### src/rtl/core/ezas_pkg.sv
// shared constants, types and helpers for the encoder zero-align sequencer
// no dependencies; used by every module under rtl/core
package ezas_pkg;

  localparam int unsigned POLE_PAIRS = 4;
  localparam int unsigned ANGLE_STEP = 2 * POLE_PAIRS;

  localparam int unsigned ANG_W = 9;
  localparam int unsigned TICK_W = 9;
  localparam int unsigned CUR_W = 16;
  localparam int unsigned ACC_W = 24;
  localparam int unsigned TOT_W = ACC_W + 2;
  localparam int unsigned GAIN_W = 16;
  localparam int unsigned FRAC_W = 14;
  // divider: dividend = total * 2^(FRAC_W+1) + 3*s, divisor = 6*s
  localparam int unsigned NUM_W = TOT_W + FRAC_W + 2;
  localparam int unsigned DEN_W = ACC_W + 3;
  localparam int unsigned REM_W = DEN_W + 1;
  localparam int unsigned ACC_CNT_W = $clog2(ACC_W + 1);
  localparam int unsigned DIV_CNT_W = $clog2(NUM_W + 1);
  localparam int unsigned LANES = 3;

  localparam logic [TICK_W-1:0] T_ALIGN1 = TICK_W'(50);
  localparam logic [TICK_W-1:0] T_SWEEP_END = TICK_W'(180 + 50);
  localparam logic [TICK_W-1:0] T_ALIGN2 = TICK_W'(180 + 50 + 50);
  localparam logic [TICK_W-1:0] T_DONE = TICK_W'(180 + 60 + 50);

  localparam logic [ANG_W-1:0] MARK_LO = ANG_W'(150);
  localparam logic [ANG_W-1:0] MARK_HI = ANG_W'(210);
  localparam logic [ANG_W:0] ANGLE_FULL = (ANG_W + 1)'(360);

  localparam logic [1:0] DRIVE_NONE = 2'd0;
  localparam logic [1:0] DRIVE_HALF = 2'd1;
  localparam logic [1:0] DRIVE_FULL = 2'd2;

  localparam logic [GAIN_W-1:0] GAIN_ONE = GAIN_W'(1 << FRAC_W);
  localparam logic [GAIN_W-1:0] GAIN_MAX = '1;

  typedef logic [ACC_W-1:0] sum_arr_t [LANES];

  typedef struct packed {
    logic load;
    logic clear;
  } acc_ctrl_t;

  typedef struct packed {
    logic              start;
    logic [TOT_W-1:0]  total;
    logic [ACC_W-1:0]  divisor;
  } div_req_t;

  typedef struct packed {
    logic              done;
    logic [GAIN_W-1:0] gain;
  } div_rsp_t;

  function automatic logic [CUR_W-1:0] abs_cur(input logic [CUR_W-1:0] x);
    logic [CUR_W-1:0] neg;
    neg = (~x) + CUR_W'(1);
    return x[CUR_W-1] ? neg : x;
  endfunction

endpackage

### src/rtl/core/encoder_zero_align_sequencer_unit.sv
// encoder zero-align sequencer top level, depends on ezas_pkg, ezas_serial_acc, ezas_serial_div
// flow: an accepted word goes to the result register through the emit state; on ticks 51-229
// it first waits for the bit-serial accumulate, on tick 230 for the shared divider, one gain
// after another (a zero sum skips the division and gives full scale); the next word is taken
// only after the result loads, and a stalled result holds off the input
// reset: async active low; idle, gains 1.0 (16384), all else zero but the result payload
module encoder_zero_align_sequencer_unit (
  input  logic        clk_i,
  input  logic        rst_ni,
  // input word
  input  logic        s_axis_tvalid,
  output logic        s_axis_tready,
  // [0] start_req, [9:1] encoder_angle, [25:10] phase_a_current,
  // [41:26] phase_b_current, [57:42] phase_c_current, [63:58] zero
  input  logic [63:0] s_axis_tdata,
  // result word
  output logic        m_axis_tvalid,
  input  logic        m_axis_tready,
  // [0] active, [2:1] drive_level, [11:3] forced_angle, [20:12] zero_offset,
  // [21] direction, [37:22] gain_a, [53:38] gain_b, [69:54] gain_c,
  // [70] aligned, [71] finished
  output logic [71:0] m_axis_tdata
);

  typedef enum logic [4:0] {
    S_IDLE = 5'b00001,
    S_ACC  = 5'b00010,
    S_PREP = 5'b00100,
    S_DIV  = 5'b01000,
    S_EMIT = 5'b10000
  } state_e;

  state_e state_q;

  // unpacked input word
  logic                          in_start;
  logic [ezas_pkg::ANG_W-1:0]    in_angle;
  logic [ezas_pkg::CUR_W-1:0]    in_cur_a, in_cur_b, in_cur_c;
  logic                          in_acc;

  assign in_start = s_axis_tdata[0];
  assign in_angle = s_axis_tdata[9:1];
  assign in_cur_a = s_axis_tdata[25:10];
  assign in_cur_b = s_axis_tdata[41:26];
  assign in_cur_c = s_axis_tdata[57:42];

  // sequencer registers
  logic [ezas_pkg::TICK_W-1:0]   tick_q;
  logic [ezas_pkg::ANG_W-1:0]    fa_q;
  logic [1:0]                    drive_q;
  logic [ezas_pkg::ANG_W-1:0]    mark_q;
  logic                          decided_q;
  logic                          rev_q;
  logic [ezas_pkg::ANG_W-1:0]    zoff_q;
  logic                          dir_q;
  logic [ezas_pkg::GAIN_W-1:0]   gain_q [ezas_pkg::LANES];
  logic                          act_q, aligned_q, fin_q;
  logic [ezas_pkg::TOT_W-1:0]    total_q;
  logic [1:0]                    gidx_q;
  logic                          div_run_q;
  logic                          m_valid_q;
  logic [71:0]                   m_data_q;

  logic                          accept;
  logic                          run;
  logic [ezas_pkg::TICK_W-1:0]   tick_inc;
  logic [ezas_pkg::ANG_W:0]      fa_sum;
  logic [ezas_pkg::ANG_W-1:0]    fa_step;
  logic [ezas_pkg::ANG_W-1:0]    mark_new;
  logic                          sweep;
  logic                          gain_last;
  logic                          emit_load;

  ezas_pkg::acc_ctrl_t acc_ctrl;
  ezas_pkg::sum_arr_t  sums;
  logic                acc_busy;
  ezas_pkg::div_req_t  div_req;
  ezas_pkg::div_rsp_t  div_rsp;

  assign s_axis_tready = (state_q == S_IDLE);
  assign accept        = s_axis_tvalid && s_axis_tready;

  always_comb begin
    run      = (tick_q != '0) || in_start;
    tick_inc = tick_q + ezas_pkg::TICK_W'(1);
    sweep    = run && (tick_inc > ezas_pkg::T_ALIGN1) && (tick_inc < ezas_pkg::T_SWEEP_END);
    in_acc   = accept && sweep;
    // forced angle wraps into 1..360
    fa_sum   = {1'b0, fa_q} + (ezas_pkg::ANG_W + 1)'(ezas_pkg::ANGLE_STEP);
    fa_step  = (fa_sum > ezas_pkg::ANGLE_FULL) ? ezas_pkg::ANG_W'(fa_sum - ezas_pkg::ANGLE_FULL)
                                               : fa_sum[ezas_pkg::ANG_W-1:0];
    // first angle inside the mid window becomes the direction mark
    mark_new = (in_angle > ezas_pkg::MARK_LO && in_angle < ezas_pkg::MARK_HI
                && mark_q == '0 && !decided_q) ? in_angle : mark_q;
    gain_last = div_rsp.done && (gidx_q == 2'd2);
    emit_load = (state_q == S_EMIT) && (!m_valid_q || m_axis_tready);
  end

  assign acc_ctrl = '{load: in_acc, clear: ((state_q == S_DIV) && gain_last)};

  assign div_req = '{start: ((state_q == S_DIV) && !div_run_q), total: total_q,
                     divisor: sums[gidx_q]};

  ezas_serial_acc u_acc (
    .clk_i   (clk_i),
    .rst_ni  (rst_ni),
    .ctrl_i  (acc_ctrl),
    .cur_a_i (in_cur_a),
    .cur_b_i (in_cur_b),
    .cur_c_i (in_cur_c),
    .sums_o  (sums),
    .busy_o  (acc_busy)
  );

  ezas_serial_div u_div (
    .clk_i  (clk_i),
    .rst_ni (rst_ni),
    .req_i  (div_req),
    .rsp_o  (div_rsp)
  );

  // tick decode and per-tick register updates happen at accept
  always_ff @(posedge clk_i or negedge rst_ni) begin
    if (!rst_ni) begin
      state_q   <= S_IDLE;
      tick_q    <= '0;
      fa_q      <= '0;
      drive_q   <= ezas_pkg::DRIVE_NONE;
      mark_q    <= '0;
      decided_q <= 1'b0;
      rev_q     <= 1'b0;
      zoff_q    <= '0;
      dir_q     <= 1'b0;
      for (int i = 0; i < ezas_pkg::LANES; i++) begin
        gain_q[i] <= ezas_pkg::GAIN_ONE;
      end
      act_q     <= 1'b0;
      aligned_q <= 1'b0;
      fin_q     <= 1'b0;
      total_q   <= '0;
      gidx_q    <= '0;
      div_run_q <= 1'b0;
      m_valid_q <= 1'b0;
    end else begin
      // result register: load from the emit state, drop once taken
      if (emit_load) begin
        m_valid_q <= 1'b1;
      end else if (m_axis_tready) begin
        m_valid_q <= 1'b0;
      end
      unique case (state_q)
        S_IDLE: begin
          if (accept) begin
            // status flags follow the tick this word advances to
            act_q     <= run && (tick_inc < ezas_pkg::T_DONE);
            aligned_q <= run && (tick_inc == ezas_pkg::T_ALIGN2);
            fin_q     <= run && (tick_inc >= ezas_pkg::T_DONE);
            if (sweep) begin
              state_q <= S_ACC;
            end else if (run && (tick_inc == ezas_pkg::T_SWEEP_END)) begin
              state_q <= S_PREP;
            end else begin
              state_q <= S_EMIT;
            end
            if (run) begin
              // tick count clears at end of run
              tick_q <= (tick_inc >= ezas_pkg::T_DONE) ? '0 : tick_inc;
              priority if (tick_inc < ezas_pkg::T_ALIGN1) begin
                fa_q    <= '0;
                drive_q <= ezas_pkg::DRIVE_FULL;
              end else if (tick_inc == ezas_pkg::T_ALIGN1) begin
                zoff_q <= in_angle;
              end else if (tick_inc < ezas_pkg::T_SWEEP_END) begin
                fa_q    <= fa_step;
                drive_q <= ezas_pkg::DRIVE_HALF;
                mark_q  <= mark_new;
                if (mark_new != '0 && mark_new != in_angle && !decided_q) begin
                  rev_q     <= (mark_new > in_angle);
                  decided_q <= 1'b1;
                end
              end else if (tick_inc == ezas_pkg::T_SWEEP_END) begin
                if (rev_q) begin
                  dir_q <= ~dir_q;
                end
              end else if (tick_inc < ezas_pkg::T_ALIGN2) begin
                fa_q    <= '0;
                drive_q <= ezas_pkg::DRIVE_FULL;
              end else if (tick_inc == ezas_pkg::T_ALIGN2) begin
                zoff_q <= in_angle;
              end else if (tick_inc < ezas_pkg::T_DONE) begin
                // hold until end of run
              end else begin
                fa_q      <= '0;
                drive_q   <= ezas_pkg::DRIVE_NONE;
                mark_q    <= '0;
                decided_q <= 1'b0;
                rev_q     <= 1'b0;
              end
            end
          end
        end
        S_ACC: begin
          if (!acc_busy) begin
            state_q <= S_EMIT;
          end
        end
        S_PREP: begin
          total_q   <= ezas_pkg::TOT_W'(sums[0]) + ezas_pkg::TOT_W'(sums[1])
                       + ezas_pkg::TOT_W'(sums[2]);
          gidx_q    <= '0;
          div_run_q <= 1'b0;
          state_q   <= S_DIV;
        end
        S_DIV: begin
          if (!div_run_q) begin
            div_run_q <= 1'b1;
          end else if (div_rsp.done) begin
            gain_q[gidx_q] <= div_rsp.gain;
            div_run_q      <= 1'b0;
            gidx_q         <= gidx_q + 2'd1;
            if (gain_last) begin
              state_q <= S_EMIT;
            end
          end
        end
        S_EMIT: begin
          if (emit_load) begin
            state_q <= S_IDLE;
          end
        end
        default: begin
          state_q <= S_IDLE;
        end
      endcase
    end
  end

  // result word register, payload only
  always_ff @(posedge clk_i) begin
    if (emit_load) begin
      m_data_q <= {fin_q, aligned_q, gain_q[2], gain_q[1], gain_q[0], dir_q,
                   zoff_q, fa_q, drive_q, act_q};
    end
  end

  assign m_axis_tvalid = m_valid_q;
  assign m_axis_tdata  = m_data_q;

  // accumulator must be done before a new word is taken
  assert property (@(posedge clk_i) disable iff (!rst_ni) s_axis_tready |-> !acc_busy)
    else $error("accumulator busy while taking a new word");

  // divider only finishes while the gain phase waits on it
  assert property (@(posedge clk_i) disable iff (!rst_ni)
    div_rsp.done |-> (state_q == S_DIV && div_run_q))
    else $error("divider result outside gain phase");

  // an end-of-run word leaves the sequencer idle
  assert property (@(posedge clk_i) disable iff (!rst_ni)
    (state_q == S_EMIT && fin_q) |-> (tick_q == '0 && !decided_q && mark_q == '0))
    else $error("run state not cleared at finish");

  // forced angle stays within one turn
  assert property (@(posedge clk_i) disable iff (!rst_ni)
    {1'b0, fa_q} <= ezas_pkg::ANGLE_FULL)
    else $error("forced angle beyond full turn");

endmodule

### src/rtl/core/ezas_serial_acc.sv
// bit-serial accumulator for the three absolute phase-current sums
// depends on ezas_pkg
module ezas_serial_acc (
  input  logic                          clk_i,
  input  logic                          rst_ni,
  input  ezas_pkg::acc_ctrl_t           ctrl_i,
  input  logic [ezas_pkg::CUR_W-1:0]    cur_a_i,
  input  logic [ezas_pkg::CUR_W-1:0]    cur_b_i,
  input  logic [ezas_pkg::CUR_W-1:0]    cur_c_i,
  output ezas_pkg::sum_arr_t            sums_o,
  output logic                          busy_o
);

  ezas_pkg::sum_arr_t                   sum_q;
  logic [ezas_pkg::CUR_W-1:0]           add_q [ezas_pkg::LANES];
  logic [ezas_pkg::LANES-1:0]           carry_q;
  logic [ezas_pkg::ACC_CNT_W-1:0]       cnt_q;

  always_ff @(posedge clk_i or negedge rst_ni) begin
    if (!rst_ni) begin
      for (int i = 0; i < ezas_pkg::LANES; i++) begin
        sum_q[i] <= '0;
        add_q[i] <= '0;
      end
      carry_q <= '0;
      cnt_q   <= '0;
    end else if (ctrl_i.clear) begin
      for (int i = 0; i < ezas_pkg::LANES; i++) begin
        sum_q[i] <= '0;
      end
      cnt_q <= '0;
    end else if (ctrl_i.load) begin
      add_q[0] <= ezas_pkg::abs_cur(cur_a_i);
      add_q[1] <= ezas_pkg::abs_cur(cur_b_i);
      add_q[2] <= ezas_pkg::abs_cur(cur_c_i);
      carry_q  <= '0;
      cnt_q    <= ezas_pkg::ACC_CNT_W'(ezas_pkg::ACC_W);
    end else if (cnt_q != '0) begin
      // lsb first, sum rotates right through its full width
      for (int i = 0; i < ezas_pkg::LANES; i++) begin
        sum_q[i]   <= {sum_q[i][0] ^ add_q[i][0] ^ carry_q[i],
                       sum_q[i][ezas_pkg::ACC_W-1:1]};
        carry_q[i] <= (sum_q[i][0] & add_q[i][0]) | (sum_q[i][0] & carry_q[i])
                      | (add_q[i][0] & carry_q[i]);
        add_q[i]   <= {1'b0, add_q[i][ezas_pkg::CUR_W-1:1]};
      end
      cnt_q <= cnt_q - ezas_pkg::ACC_CNT_W'(1);
    end
  end

  assign sums_o = sum_q;
  assign busy_o = (cnt_q != '0);

endmodule

### src/rtl/core/ezas_serial_div.sv
// restoring divider, one quotient bit per cycle, saturating q2.14 gain
// depends on ezas_pkg
module ezas_serial_div (
  input  logic                clk_i,
  input  logic                rst_ni,
  input  ezas_pkg::div_req_t  req_i,
  output ezas_pkg::div_rsp_t  rsp_o
);

  logic [ezas_pkg::NUM_W-1:0]     num_q;
  logic [ezas_pkg::DEN_W-1:0]     den_q;
  logic [ezas_pkg::REM_W-1:0]     rem_q;
  logic [ezas_pkg::GAIN_W-1:0]    quo_q;
  logic                           ovf_q;
  logic [ezas_pkg::DIV_CNT_W-1:0] cnt_q;
  logic                           done_q;

  logic [ezas_pkg::REM_W-1:0]     rem_sh;
  logic                           qbit;
  logic [ezas_pkg::NUM_W-1:0]     num_init;
  logic [ezas_pkg::DEN_W-1:0]     den_init;

  always_comb begin
    num_init = ezas_pkg::NUM_W'({req_i.total, (ezas_pkg::FRAC_W + 1)'(0)})
               + ezas_pkg::NUM_W'({req_i.divisor, 1'b0})
               + ezas_pkg::NUM_W'(req_i.divisor);
    den_init = ezas_pkg::DEN_W'({req_i.divisor, 2'b00})
               + ezas_pkg::DEN_W'({req_i.divisor, 1'b0});
    rem_sh   = {rem_q[ezas_pkg::REM_W-2:0], num_q[ezas_pkg::NUM_W-1]};
    qbit     = (rem_sh >= {1'b0, den_q});
  end

  always_ff @(posedge clk_i or negedge rst_ni) begin
    if (!rst_ni) begin
      cnt_q  <= '0;
      done_q <= 1'b0;
      ovf_q  <= 1'b0;
      quo_q  <= '0;
      num_q  <= '0;
      den_q  <= '0;
      rem_q  <= '0;
    end else begin
      done_q <= 1'b0;
      if (req_i.start) begin
        ovf_q <= 1'b0;
        if (req_i.divisor == '0) begin
          // empty sum: report full scale
          quo_q  <= ezas_pkg::GAIN_MAX;
          done_q <= 1'b1;
        end else begin
          num_q <= num_init;
          den_q <= den_init;
          rem_q <= '0;
          quo_q <= '0;
          cnt_q <= ezas_pkg::DIV_CNT_W'(ezas_pkg::NUM_W);
        end
      end else if (cnt_q != '0) begin
        rem_q <= qbit ? (rem_sh - {1'b0, den_q}) : rem_sh;
        num_q <= {num_q[ezas_pkg::NUM_W-2:0], 1'b0};
        quo_q <= {quo_q[ezas_pkg::GAIN_W-2:0], qbit};
        ovf_q <= ovf_q | quo_q[ezas_pkg::GAIN_W-1];
        cnt_q <= cnt_q - ezas_pkg::DIV_CNT_W'(1);
        if (cnt_q == ezas_pkg::DIV_CNT_W'(1)) begin
          done_q <= 1'b1;
        end
      end
    end
  end

  assign rsp_o = '{done: done_q, gain: (ovf_q ? ezas_pkg::GAIN_MAX : quo_q)};

endmodule
### config.mk
export PLATFORM = sky130hd
export DESIGN_NAME = encoder_zero_align_sequencer_unit
export DESIGN_NICKNAME = d
export VERILOG_FILES = /design/src/rtl/core/ezas_pkg.sv /design/src/rtl/core/encoder_zero_align_sequencer_unit.sv /design/src/rtl/core/ezas_serial_acc.sv /design/src/rtl/core/ezas_serial_div.sv
export SDC_FILE = /design/constraint.sdc
export NUM_CORES = 1
export LEC_CHECK = 0
export ABC_CLOCK_PERIOD_IN_PS = 13900
export BUFFER_PORTS_ARGS = -buffer_cell sky130_fd_sc_hd__buf_2
export CORE_MARGIN = 4
export CORE_UTILIZATION = 40
export CTS_CLUSTER_SIZE = 14
export DETAILED_ROUTE_END_ITERATION = 12
export GPL_TIMING_DRIVEN = 0
export HOLD_SLACK_MARGIN = 0.03
export PLACE_DENSITY_LB_ADDON = 0.25
export REMOVE_ABC_BUFFERS = 1
export SETUP_SLACK_MARGIN = 0.3
export SLEW_MARGIN = 10
export SYNTH_ARGS = -nofsm -noshare
export SYNTH_HDL_FRONTEND = slang
export SYNTH_SLANG_ARGS = --single-unit
export TNS_END_PERCENT = 100
### constraint.sdc
create_clock -name clk_i -period 13.9 [get_ports clk_i]
set_input_delay 1.39 -clock clk_i [delete_from_list [all_inputs] [get_ports clk_i]]
set_output_delay 1.39 -clock clk_i [all_outputs]
set_load 0.02 [all_outputs]
==> results.sh <==
export IMPL_status="complete, no violations"
export IMPL_synth_xor_area_share_pct=5.07
export IMPL_synth_most_common_cell="dfrtp_1"
export IMPL_dieArea_um2=68900
export IMPL_setup_worst_path_start_class="flip-flop"
export IMPL_setup_worst_path_end_class="flip-flop"
export IMPL_totalNegativeSetupSlack_ps=0
export IMPL_report_final_slew_viol_count=0
export IMPL_clock_sinks=440
export IMPL_htree_num_levels=2
export IMPL_combinationalPowerShare_pct=9.2
export IMPL_ys_dominant_reg_cell="dfrtp_1"
export IMPL_finalSetupViolations=0
export IMPL_detailed_place_hpwl_um=43800
export IMPL_fin_skew_ps=25.2
export IMPL_post_route_worst_setup_slack_ps=8090
export IMPL_routed_length_per_placed_instance_um=16.2
export IMPL_globalRoute_totalOverflow=0
export IMPL_finalHoldViolCount=0
export IMPL_synth_area_leader_cell="dfrtp_1"
export IMPL_netlist_top_cells_area="dfrtp_1 (35%), edfxtp_1 (8.0%), ha_1 (6.5%)"
export IMPL_setup_repair_after_global_routing_missed_its_margin="false"
export IMPL_ir_drop_mv=0.0838
export IMPL_placed_inst_area_um2=27700
export IMPL_floorplan_die_width_um=263
export IMPL_slew_limit_headroom_pct=15.8
export IMPL_post_place_ws_ps=8030
export IMPL_worst_ep_required_time_ps=14330
export IMPL_min_period_ps=5810
export IMPL_grt_use_total_pct=16.9
export IMPL_muxShareOfSynthArea_pct=5.44
export IMPL_postCtsSetupBuffers=0
export IMPL_totalWireLength_um=59600
export IMPL_worst_hold_stages=0
export IMPL_grt_pass1_wl_um=99400
export IMPL_grt_antenna_before_repair=0
export IMPL_tritoncts="built"
export IMPL_detailroute_via_count=19600
export IMPL_layout_cell_area_excl_fill_um2=29400
export IMPL_count_of_routing_violations_after_the_opening_detailed_route_iteration=1281
export IMPL_power_switching_fraction_pct=24.8
export IMPL_clkPwrFrac_pct=44.8
export IMPL_avgViaCountPerCell=5.32
export IMPL_cts_root_buf="clkbuf_16"
export IMPL_routabilityCongestion=0.877
export IMPL_grt_start_max_net_pins=114
export IMPL_synthAdderAreaFrac_pct=10.5
export IMPL_register_to_register_path_depth=17
export IMPL_postSynthRegisterBits=440
export IMPL_synthTopCellsByCount="dfrtp_1 (367), nand2_1 (337), nor2_1 (267), o21ai_0 (199), a21oi_1 (190)"
export IMPL_nNetsFinal=3044
export IMPL_area_of_the_core_region_um2=64300
export IMPL_timing_max_cap_violations=0
export IMPL_hold_class="flip-flop to flip-flop"
export IMPL_timing_critical_path_arrival_ps=6240
export IMPL_main_combinational_cell_family_by_area_after_synthesis="compound AO/OA/AOI/OAI gates"
export IMPL_synth_sequential_area_ratio_pct=43.8
export IMPL_number_of_enable_flip_flop_cells_after_synthesis=69
export IMPL_power_leakage_nw=13.4
export IMPL_seq_power_share_pct=46.0
export IMPL_simple_logic_cell_fraction_of_the_synthesized_area_pct=14.6
export IMPL_drtPass1Iterations=6
export IMPL_port_buffers=132
export IMPL_syn_avg_cell_area_um2=9.57
export IMPL_finalCritPeriodShare_pct=41.8
export IMPL_first_global_vias=19600
export IMPL_post_cts_resized=0
export IMPL_layout_drive_gt1_share_pct=10.6
export IMPL_async_reset_ff_share_pct=84.3
export IMPL_tightestPinTransition_ps=1260
export IMPL_holdBufCountCts=0
export IMPL_synth_cell_types=90
export IMPL_power_density_nw_per_um2=103
export IMPL_ys_warn_count=0
export IMPL_p_sw_mw=0.756
export IMPL_path_clk_slew_ps=60
export IMPL_synth_cells=2709
export IMPL_worst_skew_pair_late_latency_ps=600
export IMPL_num_io_pins=142
export IMPL_number_of_clock_buffers_inserted_by_tritoncts=49
export IMPL_syn2layout_area_growth_pct=13.5
export IMPL_max_fclk_mhz=172
export IMPL_worst_path_max_fanout=27
export IMPL_die_height_um=263
export IMPL_drcViolationCount=0
export IMPL_initial_core_utilization_pct=40.3
export IMPL_layout_core_utilization_pct=45.7
export IMPL_final_hold_worst_slack_ps=442
export IMPL_internal_pwr_total_mw=2.29
export IMPL_final_antenna_net_count=0
export IMPL_synth_compound_area_share_pct=16.6
export IMPL_synth_top_cell_area_share_pct=35.4
export IMPL_ws_path_type="flip-flop to flip-flop"
export IMPL_rows=93
export IMPL_max_clock_path_buffers=3
export IMPL_syn_cell_area_um2=25900
[final timing paths]
check / from / to / slack (ps)
min in group asynchronous: rst_ni / u_acc.add_q[15]$_DFFE_PN0P_ / 810
worst min-delay path: gain_q[10]$_DFFE_PN0P_ / m_axis_tdata[64]$_DFFE_PP_ / 440
max in group asynchronous: rst_ni / u_div.rem_q[12]$_DFFE_PN0P_ / 12050
worst min register to register: gain_q[10]$_DFFE_PN0P_ / m_axis_tdata[64]$_DFFE_PP_ / 440
worst max register to register: gidx_q[0]$_DFFE_PN0P_ / u_div.num_q[40]$_DFFE_PN0P_ / 8090
worst max-delay path: gidx_q[0]$_DFFE_PN0P_ / u_div.num_q[40]$_DFFE_PN0P_ / 8090
[power groups by stage]
stage / clock [mW] / sequential (mW) / combinational (mW)
floorplan: 0 / 1.48 / 0.108
global placement: 0 / 1.43 / 0.265
detailed placement: 0 / 1.42 / 0.284
CTS: 1.41 / 1.40 / 0.285
global route: 1.46 / 1.41 / 0.309
finish: 1.37 / 1.40 / 0.280
[routing by layer]
layer / track usage (%) / up-vias / routed length, um
met5: 0 / - / 0
met4: 4.40 / 0 / 1350
met3: 2.28 / 88 / 1940
met2: 28.9 / 304 / 29000
met1: 22.7 / 9571 / 27300
li1: - / 9650 / -
[flip-flops by register name, indices dropped and copies added, names as in the netlist, 6 cells and up]
signal	count
fa_q	6
gain_q	48
m_axis_tdata	69
mark_q	9
tick_q	9
total_q	26
u_acc.add_q	48
u_acc.sums_o	72
u_div.cnt_q	6
u_div.den_q	26
u_div.num_q	42
u_div.quo_q	16
u_div.rem_q	27
zoff_q	9
[through the flow]
step	cells	total power, mW
floorplan	2582	1.58
global placement	3569	1.70
detailed placement	3594	1.71
CTS	3686	3.09
global route	3686	3.17
finish	3687	3.05
[placed cells by master, fill, tap and decap left out, drive strengths merged, types with 11 or more instances in the layout]
master and n:
o22ai 17, nand2 337, clkbuf 70, nand3 35, clkinv 15, and3 23, edfxtp 69, or3 14
xnor2 84, dfrtp 367, nor2b 22, fa 52, ha 134, nand4 16, nor2 269, or2 11
xor2 66, o21ai 266, mux2i 124, a21oi 192, buf 157, o21a 12, inv 110, nor3 39
o31ai 27, a21o 43, nand2b 35, mux2 15, a31oi 38
[cell type report]
type,count,area (um^2)
fill,6073,34900
clock buffer,70,1430
tap,855,1070
multi-input combinational,2033,13600
antenna,1,2.50
clock inverter,22,313
timing repair buffer,157,1220
inverter,109,409
sequential,440,11400
[cell families after synthesis]
kind of cell,after synthesis
mux,139
other cells,1
simple gates,848
xor+xnor,150
fa+ha+maj,186
flops,440
buf+inv,238
compound gates,707
[worst max-delay path, stage by stage (launching register included)]
cell and delay (ps):
dfrtp_1 1020, inv_1 220, nor2_2 380, buf_8 230
a21oi_1 160, inv_1 150, ha_1 260, ha_1 230
fa_1 420, a21oi_1 160, o21bai_1 130, a2111oi_1 740
or4_1 260, a21oi_1 160, o41ai_4 650, nor3_1 120
xnor2_1 210, o22ai_1 110
Note: power is estimated with default switching activity, not from simulation.
